--- src/design/bvaa_pkg.sv ---
// shared constants, types and register codes of the battery voltage monitor
package bvaa_pkg;

    localparam int ADC_BITS    = 12;
    localparam int RING_DEPTH  = 8;
    localparam int RING_AW     = $clog2(RING_DEPTH);
    localparam int MV_W        = 16;
    localparam int SUM_W       = MV_W + RING_AW;
    localparam int CFG_W       = 16;
    localparam int CFG_IDX_W   = 2;
    localparam int SCALE_FRAC  = 8;
    localparam int PROD_W      = ADC_BITS + CFG_W;
    localparam int DIFF_W      = PROD_W - SCALE_FRAC + 2;
    localparam int QUEUE_DEPTH = 2;
    localparam int QUEUE_AW    = $clog2(QUEUE_DEPTH);
    localparam int QUEUE_CW    = $clog2(QUEUE_DEPTH + 1);

    localparam logic [CFG_W-1:0] SCALE_RESET  = 16'd768;
    localparam logic [CFG_W-1:0] OFFSET_RESET = 16'd0;
    localparam logic [CFG_W-1:0] WARN_RESET   = 16'd11100;
    localparam logic [CFG_W-1:0] STOP_RESET   = 16'd10500;

    typedef enum logic [CFG_IDX_W-1:0] {
        CFG_SCALE  = 2'd0,
        CFG_OFFSET = 2'd1,
        CFG_WARN   = 2'd2,
        CFG_STOP   = 2'd3
    } cfg_index_t;

    typedef enum logic [1:0] {
        ALERT_NONE = 2'd0,
        ALERT_WARN = 2'd1,
        ALERT_CRIT = 2'd2
    } alert_t;

    typedef struct packed {
        logic        [CFG_W-1:0] scale_q8;
        logic signed [MV_W-1:0]  offset_mv;
        logic signed [MV_W-1:0]  warn_mv;
        logic signed [MV_W-1:0]  stop_mv;
    } cfg_t;

endpackage

--- src/design/bvaa_if.sv ---
// item channels: raw converter samples in, averaged results out
interface bvaa_sample_if;
    logic                         valid;
    logic                         ready;
    logic [bvaa_pkg::ADC_BITS-1:0] adc_code;

    modport source (output valid, output adc_code, input ready);
    modport sink (input valid, input adc_code, output ready);
endinterface

interface bvaa_result_if;
    logic                            valid;
    logic                            ready;
    logic signed [bvaa_pkg::MV_W-1:0] average_mv;
    logic [1:0]                      alert_level;
    logic [1:0]                      new_alert;

    modport source (output valid, output average_mv, output alert_level, output new_alert,
                    input ready);
    modport sink (input valid, input average_mv, input alert_level, input new_alert,
                  output ready);
endinterface

--- src/design/bvaa_front.sv ---
// front end: takes samples, scales them and converts to saturated millivolts
module bvaa_front
(
    input  logic                              clk,
    input  logic                              rst_n,
    bvaa_sample_if.sink                       sample,
    input  bvaa_pkg::cfg_t                    cfg,
    output logic                              push_valid,
    output logic signed [bvaa_pkg::MV_W-1:0]  push_mv,
    input  logic                              push_ready
);

    logic                              f_valid_reg;
    logic                              f_valid_next;
    logic [bvaa_pkg::PROD_W-1:0]       prod_reg;
    logic [bvaa_pkg::PROD_W-1:0]       prod_next;
    logic signed [bvaa_pkg::DIFF_W-1:0] diff;
    logic                              accept;
    logic                              overflow;

    assign sample.ready = !f_valid_reg || push_ready;
    assign accept       = sample.valid && sample.ready;

    always_comb
    begin
        prod_next = bvaa_pkg::PROD_W'(sample.adc_code) * bvaa_pkg::PROD_W'(cfg.scale_q8);
        if (accept)
        begin
            f_valid_next = 1'b1;
        end
        else if (push_ready)
        begin
            f_valid_next = 1'b0;
        end
        else
        begin
            f_valid_next = f_valid_reg;
        end
    end

    always_ff @(posedge clk or negedge rst_n)
    begin
        if (!rst_n)
        begin
            f_valid_reg <= 1'b0;
        end
        else
        begin
            f_valid_reg <= f_valid_next;
        end
    end

    always_ff @(posedge clk)
    begin
        if (accept)
        begin
            prod_reg <= prod_next;
        end
    end

    // drop fraction bits, remove offset, clamp to 16 bits
    always_comb
    begin
        diff = $signed({2'b00, prod_reg[bvaa_pkg::PROD_W-1:bvaa_pkg::SCALE_FRAC]})
             - bvaa_pkg::DIFF_W'(cfg.offset_mv);
        overflow = !((&diff[bvaa_pkg::DIFF_W-1:bvaa_pkg::MV_W-1])
                  || !(|diff[bvaa_pkg::DIFF_W-1:bvaa_pkg::MV_W-1]));
        if (overflow)
        begin
            push_mv = diff[bvaa_pkg::DIFF_W-1] ? {1'b1, {(bvaa_pkg::MV_W-1){1'b0}}}
                                              : {1'b0, {(bvaa_pkg::MV_W-1){1'b1}}};
        end
        else
        begin
            push_mv = diff[bvaa_pkg::MV_W-1:0];
        end
    end

    assign push_valid = f_valid_reg;

endmodule

--- src/design/bvaa_queue.sv ---
// short queue of converted samples between front end and back end
module bvaa_queue
(
    input  logic                              clk,
    input  logic                              rst_n,
    input  logic                              push_valid,
    input  logic signed [bvaa_pkg::MV_W-1:0]  push_mv,
    output logic                              push_ready,
    output logic                              pop_valid,
    output logic signed [bvaa_pkg::MV_W-1:0]  pop_mv,
    input  logic                              pop_ready
);

    logic signed [bvaa_pkg::MV_W-1:0] mem_reg [bvaa_pkg::QUEUE_DEPTH];
    logic [bvaa_pkg::QUEUE_AW-1:0]    wr_ptr_reg;
    logic [bvaa_pkg::QUEUE_AW-1:0]    wr_ptr_next;
    logic [bvaa_pkg::QUEUE_AW-1:0]    rd_ptr_reg;
    logic [bvaa_pkg::QUEUE_AW-1:0]    rd_ptr_next;
    logic [bvaa_pkg::QUEUE_CW-1:0]    count_reg;
    logic [bvaa_pkg::QUEUE_CW-1:0]    count_next;
    logic                             push;
    logic                             pop;

    assign push_ready = count_reg != bvaa_pkg::QUEUE_CW'(bvaa_pkg::QUEUE_DEPTH);
    assign pop_valid  = count_reg != '0;
    assign pop_mv     = mem_reg[rd_ptr_reg];
    assign push       = push_valid && push_ready;
    assign pop        = pop_valid && pop_ready;

    always_comb
    begin
        wr_ptr_next = wr_ptr_reg;
        rd_ptr_next = rd_ptr_reg;
        count_next  = count_reg;
        if (push)
        begin
            wr_ptr_next = (wr_ptr_reg == bvaa_pkg::QUEUE_AW'(bvaa_pkg::QUEUE_DEPTH - 1))
                        ? '0 : wr_ptr_reg + 1'b1;
        end
        if (pop)
        begin
            rd_ptr_next = (rd_ptr_reg == bvaa_pkg::QUEUE_AW'(bvaa_pkg::QUEUE_DEPTH - 1))
                        ? '0 : rd_ptr_reg + 1'b1;
        end
        if (push && !pop)
        begin
            count_next = count_reg + 1'b1;
        end
        else if (pop && !push)
        begin
            count_next = count_reg - 1'b1;
        end
    end

    always_ff @(posedge clk or negedge rst_n)
    begin
        if (!rst_n)
        begin
            wr_ptr_reg <= '0;
            rd_ptr_reg <= '0;
            count_reg  <= '0;
        end
        else
        begin
            wr_ptr_reg <= wr_ptr_next;
            rd_ptr_reg <= rd_ptr_next;
            count_reg  <= count_next;
        end
    end

    always_ff @(posedge clk)
    begin
        if (push)
        begin
            mem_reg[wr_ptr_reg] <= push_mv;
        end
    end

endmodule

--- src/design/bvaa_back.sv ---
// back end: sample ring, running sum, average and latched alert level
module bvaa_back
(
    input  logic                              clk,
    input  logic                              rst_n,
    input  logic                              pop_valid,
    input  logic signed [bvaa_pkg::MV_W-1:0]  pop_mv,
    output logic                              pop_ready,
    input  bvaa_pkg::cfg_t                    cfg,
    bvaa_result_if.source                     result
);

    logic signed [bvaa_pkg::MV_W-1:0]  ring_reg [bvaa_pkg::RING_DEPTH];
    logic [bvaa_pkg::RING_AW-1:0]      wp_reg;
    logic [bvaa_pkg::RING_AW-1:0]      wp_next;
    logic signed [bvaa_pkg::SUM_W-1:0] sum_reg;
    logic signed [bvaa_pkg::SUM_W-1:0] sum_next;
    logic                              primed_reg;
    logic                              primed_next;
    logic                              a_valid_reg;
    logic                              a_valid_next;
    logic                              out_valid_reg;
    logic                              out_valid_next;
    logic signed [bvaa_pkg::MV_W-1:0]  avg_reg;
    bvaa_pkg::alert_t                  level_reg;
    bvaa_pkg::alert_t                  level_next;
    bvaa_pkg::alert_t                  raised_reg;
    bvaa_pkg::alert_t                  raised_next;
    logic signed [bvaa_pkg::MV_W-1:0]  avg;
    logic                              pop;
    logic                              a_adv;

    assign a_adv     = a_valid_reg && (!out_valid_reg || result.ready);
    assign pop_ready = !a_valid_reg || a_adv;
    assign pop       = pop_valid && pop_ready;

    // ring and sum update
    always_comb
    begin
        sum_next    = sum_reg;
        wp_next     = wp_reg;
        primed_next = primed_reg;
        if (pop)
        begin
            if (!primed_reg)
            begin
                sum_next    = {pop_mv, {bvaa_pkg::RING_AW{1'b0}}};
                primed_next = 1'b1;
            end
            else
            begin
                sum_next = sum_reg - bvaa_pkg::SUM_W'(ring_reg[wp_reg])
                         + bvaa_pkg::SUM_W'(pop_mv);
                wp_next  = (wp_reg == bvaa_pkg::RING_AW'(bvaa_pkg::RING_DEPTH - 1))
                         ? '0 : wp_reg + 1'b1;
            end
        end
        if (pop)
        begin
            a_valid_next = 1'b1;
        end
        else if (a_adv)
        begin
            a_valid_next = 1'b0;
        end
        else
        begin
            a_valid_next = a_valid_reg;
        end
    end

    always_ff @(posedge clk)
    begin
        if (pop)
        begin
            for (int i = 0; i < bvaa_pkg::RING_DEPTH; i++)
            begin
                if (!primed_reg || (wp_reg == bvaa_pkg::RING_AW'(i)))
                begin
                    ring_reg[i] <= pop_mv;
                end
            end
        end
    end

    // floored average, limit checks, level latch
    assign avg = sum_reg[bvaa_pkg::SUM_W-1:bvaa_pkg::RING_AW];

    always_comb
    begin
        level_next  = level_reg;
        raised_next = bvaa_pkg::ALERT_NONE;
        if (a_adv && (avg < cfg.warn_mv))
        begin
            if (avg < cfg.stop_mv)
            begin
                if (level_reg != bvaa_pkg::ALERT_CRIT)
                begin
                    level_next  = bvaa_pkg::ALERT_CRIT;
                    raised_next = bvaa_pkg::ALERT_CRIT;
                end
            end
            else if (level_reg == bvaa_pkg::ALERT_NONE)
            begin
                level_next  = bvaa_pkg::ALERT_WARN;
                raised_next = bvaa_pkg::ALERT_WARN;
            end
        end
        if (a_adv)
        begin
            out_valid_next = 1'b1;
        end
        else if (result.ready)
        begin
            out_valid_next = 1'b0;
        end
        else
        begin
            out_valid_next = out_valid_reg;
        end
    end

    always_ff @(posedge clk or negedge rst_n)
    begin
        if (!rst_n)
        begin
            sum_reg       <= '0;
            wp_reg        <= '0;
            primed_reg    <= 1'b0;
            a_valid_reg   <= 1'b0;
            out_valid_reg <= 1'b0;
            level_reg     <= bvaa_pkg::ALERT_NONE;
        end
        else
        begin
            sum_reg       <= sum_next;
            wp_reg        <= wp_next;
            primed_reg    <= primed_next;
            a_valid_reg   <= a_valid_next;
            out_valid_reg <= out_valid_next;
            level_reg     <= level_next;
        end
    end

    always_ff @(posedge clk)
    begin
        if (a_adv)
        begin
            avg_reg    <= avg;
            raised_reg <= raised_next;
        end
    end

    assign result.valid       = out_valid_reg;
    assign result.average_mv  = avg_reg;
    assign result.alert_level = level_reg;
    assign result.new_alert   = raised_reg;

endmodule

--- src/design/battery_voltage_average_alarm.sv ---
// top level of the battery voltage moving-average undervoltage monitor
//
// sample channel takes one raw converter code per item; result channel gives
// one item per sample: floored moving average over the last eight samples in
// millivolts, the latched alert level and the level newly raised by it.
// the first sample after reset fills the whole averaging ring.
// registers are written through cfg_we / cfg_index / cfg_data; the user must
// only write them while idle, which the block does not enforce: 0 scale (q8),
// 1 offset, 2 warning limit, 3 critical limit. throughput: one item per cycle
// unless the receiver stalls; the running sum is updated once per popped
// sample in the back end and the scaling multiply sits in its own front stage.
// a two-entry queue parts the front and back ends and the output register
// holds a stalled result; samples are then taken until the back end, queue
// and front register are full, and then sample.ready drops.
// reset clears the alert level, the running sum and all pipeline state and
// restores the register defaults.
module battery_voltage_average_alarm
(
    input  logic                              clk,
    input  logic                              rst_n,
    bvaa_sample_if.sink                       sample,
    bvaa_result_if.source                     result,
    input  logic                              cfg_we,
    input  logic [bvaa_pkg::CFG_IDX_W-1:0]    cfg_index,
    input  logic [bvaa_pkg::CFG_W-1:0]        cfg_data
);

    bvaa_pkg::cfg_t                   cfg_reg;
    bvaa_pkg::cfg_t                   cfg_next;
    logic                             push_valid;
    logic signed [bvaa_pkg::MV_W-1:0] push_mv;
    logic                             push_ready;
    logic                             pop_valid;
    logic signed [bvaa_pkg::MV_W-1:0] pop_mv;
    logic                             pop_ready;

    always_comb
    begin
        cfg_next = cfg_reg;
        if (cfg_we)
        begin
            unique case (bvaa_pkg::cfg_index_t'(cfg_index))
                bvaa_pkg::CFG_SCALE:  cfg_next.scale_q8  = cfg_data;
                bvaa_pkg::CFG_OFFSET: cfg_next.offset_mv = cfg_data;
                bvaa_pkg::CFG_WARN:   cfg_next.warn_mv   = cfg_data;
                bvaa_pkg::CFG_STOP:   cfg_next.stop_mv   = cfg_data;
                default:              cfg_next = cfg_reg;
            endcase
        end
    end

    always_ff @(posedge clk or negedge rst_n)
    begin
        if (!rst_n)
        begin
            cfg_reg.scale_q8  <= bvaa_pkg::SCALE_RESET;
            cfg_reg.offset_mv <= bvaa_pkg::OFFSET_RESET;
            cfg_reg.warn_mv   <= bvaa_pkg::WARN_RESET;
            cfg_reg.stop_mv   <= bvaa_pkg::STOP_RESET;
        end
        else
        begin
            cfg_reg <= cfg_next;
        end
    end

    bvaa_front u_front
    (
        .clk        (clk),
        .rst_n      (rst_n),
        .sample     (sample),
        .cfg        (cfg_reg),
        .push_valid (push_valid),
        .push_mv    (push_mv),
        .push_ready (push_ready)
    );

    bvaa_queue u_queue
    (
        .clk        (clk),
        .rst_n      (rst_n),
        .push_valid (push_valid),
        .push_mv    (push_mv),
        .push_ready (push_ready),
        .pop_valid  (pop_valid),
        .pop_mv     (pop_mv),
        .pop_ready  (pop_ready)
    );

    bvaa_back u_back
    (
        .clk       (clk),
        .rst_n     (rst_n),
        .pop_valid (pop_valid),
        .pop_mv    (pop_mv),
        .pop_ready (pop_ready),
        .cfg       (cfg_reg),
        .result    (result)
    );

endmodule

--- src/flat_wrapper.sv ---
// flat-port wrapper written by rule: the top's interface ports become plain ports
module battery_voltage_average_alarm_flat 
  (clk, rst_n, cfg_we, cfg_index, cfg_data, sample_valid, sample_adc_code, sample_ready, result_valid, result_average_mv, result_alert_level, result_new_alert, result_ready);
  bvaa_sample_if sample_i ();
  bvaa_result_if result_i ();
  input  logic clk;
  input  logic rst_n;
  input  logic cfg_we;
  input  logic [bvaa_pkg::CFG_IDX_W-1:0] cfg_index;
  input  logic [bvaa_pkg::CFG_W-1:0] cfg_data;
  input wire logic [$bits(sample_i.valid)-1:0] sample_valid;
  input wire logic [$bits(sample_i.adc_code)-1:0] sample_adc_code;
  output wire logic [$bits(sample_i.ready)-1:0] sample_ready;
  output wire logic [$bits(result_i.valid)-1:0] result_valid;
  output wire logic [$bits(result_i.average_mv)-1:0] result_average_mv;
  output wire logic [$bits(result_i.alert_level)-1:0] result_alert_level;
  output wire logic [$bits(result_i.new_alert)-1:0] result_new_alert;
  input wire logic [$bits(result_i.ready)-1:0] result_ready;
  assign sample_i.valid = sample_valid;
  assign sample_i.adc_code = sample_adc_code;
  assign sample_ready = sample_i.ready;
  assign result_valid = result_i.valid;
  assign result_average_mv = result_i.average_mv;
  assign result_alert_level = result_i.alert_level;
  assign result_new_alert = result_i.new_alert;
  assign result_i.ready = result_ready;
  battery_voltage_average_alarm u_core (.clk(clk), .rst_n(rst_n), .sample(sample_i), .result(result_i), .cfg_we(cfg_we), .cfg_index(cfg_index), .cfg_data(cfg_data));
endmodule
--- config.mk ---
export PLATFORM = sky130hd
export DESIGN_NAME = battery_voltage_average_alarm_flat
export DESIGN_NICKNAME = d
export VERILOG_FILES = /design/src/design/bvaa_pkg.sv /design/src/design/bvaa_if.sv /design/src/design/bvaa_front.sv /design/src/design/bvaa_queue.sv /design/src/design/bvaa_back.sv /design/src/design/battery_voltage_average_alarm.sv /design/src/flat_wrapper.sv
export SDC_FILE = /design/constraint.sdc
export NUM_CORES = 1
export LEC_CHECK = 0
export BUFFER_PORTS_ARGS = -buffer_cell sky130_fd_sc_hd__buf_2
export CAP_MARGIN = 10
export CORE_UTILIZATION = 65
export DETAILED_ROUTE_END_ITERATION = 6
export PLACE_DENSITY = 0.93
export SLEW_MARGIN = 20
export SYNTH_ARGS = -nofsm -noshare
export SYNTH_HDL_FRONTEND = slang
export SYNTH_HIERARCHICAL = 1
export SYNTH_SLANG_ARGS = --single-unit
--- constraint.sdc ---
create_clock -name clk -period 12.6 [get_ports clk]
set_input_delay 1.26 -clock clk [delete_from_list [all_inputs] [get_ports clk]]
set_output_delay 1.26 -clock clk [all_outputs]
set_load 0.1 [all_outputs]
==> summary.txt <==
status = finished with violations
failing checks = design-rule violations
routed wire length = 52,300 um
Synth cell types = 80
global-route wire length before repair = 82,400 um
met2 Use GR = 54.1%
r2r setup slk = 6.18 ns
Required @ worst endpoint = 12.91 ns
warnings from Yosys = 6
routability cong. = 0.894
Seq cells post-synth = 294
Initial Util = 65.9%
initial antenna violation count = 1
# fillers = 1,889
DRC = 3
critical path startpoint = sample_adc_code[3]
Async SR Flop Fraction = 32.7%
Mapped Nets = 2,159
Die Wd = 181 um
family with the most delay on the worst path = adder cells
row cnt = 65
# port buffers = 56
Placed Instances = 2,230
total grt overflow = 0
final setup fails = 0
CTS root buf = clkbuf_16
worst path cell trace = buf_2 > nand2_1 > fa_1 > inv_1 > fa_1 > inv_1 > fa_1 > inv_1 > fa_1 > inv_1 > fa_1 > inv_1 > ha_1 > a21o_1 > a21oi_1 > o21a_1 > o211ai_1 > a31oi_1 > o31ai_1 > a21oi_1 > xnor2_1
Cells after Synth = 1,826
drt initial violations = 1,926
Crit. End Element = flop
Die Span Y = 181 um
Fin. Hold Viols = 0
Via-to-Cell Ratio = 6.52
Max transition margin = 25.4%
Layout Skew = 0.0230 ns
Startpoint Class = primary input
Max Slew Vio Count = 0
Max FO, Critical Path = 16
Longest Clk Path Bufs = 3
die area = 0.0327 mm^2
global route hottest layer = met2
Max Cap Viol = 0
Post-synth EDFFs = 198
Pre-Repair DR Iteration Count = 7
critical path's largest stage delay = 0.59 ns
crit path to = u_core/u_front/prod_reg[27]$_DFFE_PP_
clock slew at reported path FFs = 0.06 ns
Inserted Diodes = 0
Crit-path slowest cell = fa_1
worst-margin pin slew = 1.12 ns
Core Area = 0.0316 mm^2
Area Growth Syn to Fin = 7.62%
WP data arrival = 6.88 ns
postcts setup bufs = 0
Min Hold Slack = 0.493 ns
routed via count = 14.9k
ys flop type = edfxtp_1
number of global-route vias before repair = 15.6k
terminus of the critical flop-to-flop path = u_core/u_front/prod_reg[27]$_DFFE_PP_
largest net degree at the start of global routing = 53
Clock Latency Late Sink = 0.57 ns
final worst path period share = 52.2%
critical path depth = 21
TNS Setup = 0 ns
sequential share of the synthesized area = 40.2%
Syn Std Cell Area = 0.0208 mm^2
M3 GR Usage = 6.89%
Syn Area/Cell = 11.4 um^2
met1 global-route usage = 39.8%
Final min period = 6.57 ns
CP Buf/Inv Count = 6
Post-DRT Antenna Nets = 0
share of cells above drive strength 1 = 15.0%
WL per Instance = 22.9 um
Post-CTS Resized = 0
hold buffer count at CTS = 0
RR Startpoint = u_core/cfg_reg[55]$_DFFE_PN0P_
H-Tree Depth = 1
CTS tree = done
Num CTS Buffers = 30
io pins = 57
DP HPWL = 34,600 um
nets@finish = 2,193
max reg flops = 128
FF-to-FF path depth = 20
clock sinks = 294
non-filler cells, final = 2,286
gr usage total = 32.4%
HP Class = reg2reg
unrepaired setup endpoints after global routing = no
WS Path Type = in2reg
Fmax achieved = 152 MHz
[metal layers]
metal	share of wire, %	routed length (um)
met4	5.6	2930
met3	10	5210
met1	36	18600
met2	49	25600
met5	0	0
[cell usage in the layout (no fill, tap or decap), types with 20 or more instances in the layout]
cell       instances
a21oi_1           64
fa_1             158
nand2_1          217
a21o_1            28
dfrtp_1           81
nand2b_1          20
xnor2_1           32
mux4_2            32
xor2_1            24
and2_1            71
mux2_2            73
buf_2             55
o21ai_0           34
inv_1            318
clkbuf_16         30
ha_1             140
nor2_1            31
edfxtp_1         198
[synthesized netlist by cell type, types with 15 or more instances]
library cell	instances	share of area, %
inv_1	318	5.7
nand2_1	217	3.9
edfxtp_1	198	29
fa_1	158	15
ha_1	140	8.4
dfrtp_1	82	9.9
mux2_2	73	4.0
and2_1	71	2.1
a21oi_1	64	1.5
clkbuf_1	41	0.74
o21ai_0	34	0.82
mux4_2	32	3.5
xnor2_1	32	1.3
nor2_1	31	0.56
a21o_1	28	1.0
xor2_1	24	1.0
nand2b_1	20	0.60
nor3_1	19	0.46
nand3_1	17	0.41
o21ai_1	15	0.36
[per-stage QoR]
| step | cell area [um^2] | worst slack, ns | util [%] |
|---|---|---|---|
| floorplan | 20800 | 6.30 | - |
| global placement | 21300 | 6.02 | 67.6 |
| detailed placement | 21300 | 5.77 | 67.6 |
| CTS | 22400 | 6.15 | 71.0 |
| global route | 22400 | 5.91 | 71.0 |
| finish | 22400 | 6.03 | 71.0 |
[logic make-up after synthesis]
group,synth area share [%]
AND/OR/NAND/NOR,10.1
buffers and inverters,7.57
adder cells (fa/ha/maj),23.6
flip-flops,40.2
AO/OA/AOI/OAI,7.46
multiplexers,8.65
XOR/XNOR,2.36
[cell type report]
cell class | count | area [um^2] | area share [%]
Timing Repair Buffer | 70 | 388 | 1.73
Multi-Input combinational cell | 1146 | 10900 | 48.5
Tap cell | 402 | 503 | 2.25
Sequential cell | 294 | 8370 | 37.4
Clock inverter | 23 | 302 | 1.35
Inverter | 318 | 1190 | 5.33
Clock buffer | 33 | 772 | 3.45
[worst min-delay path by stage]
stage / slack, ns / startpoint / depth (start not counted) / end
global placement: 0.47 / u_core/u_back/a_valid_reg$_DFFE_PN0P_ / 1 / u_core/u_back/result.valid$_DFFE_PN0P_
detailed placement: 0.48 / u_core/u_queue/wr_ptr_reg$_DFFE_PN0P_ / 1 / u_core/u_queue/wr_ptr_reg$_DFFE_PN0P_
global route: 0.52 / u_core/cfg_reg[5]$_DFFE_PN0P_ / 1 / u_core/cfg_reg[5]$_DFFE_PN0P_
floorplan: 0.46 / u_core/u_queue/count_reg[1]$_DFFE_PN0P_ / 1 / u_core/u_queue/count_reg[1]$_DFFE_PN0P_
CTS: 0.49 / u_core/u_queue/wr_ptr_reg$_DFFE_PN0P_ / 1 / u_core/u_queue/wr_ptr_reg$_DFFE_PN0P_
finish: 0.49 / u_core/u_queue/wr_ptr_reg$_DFFE_PN0P_ / 1 / u_core/u_queue/wr_ptr_reg$_DFFE_PN0P_
Power is not shown: default switching activity piles up to over one toggle a cycle in this logic, so the estimate is an artifact.
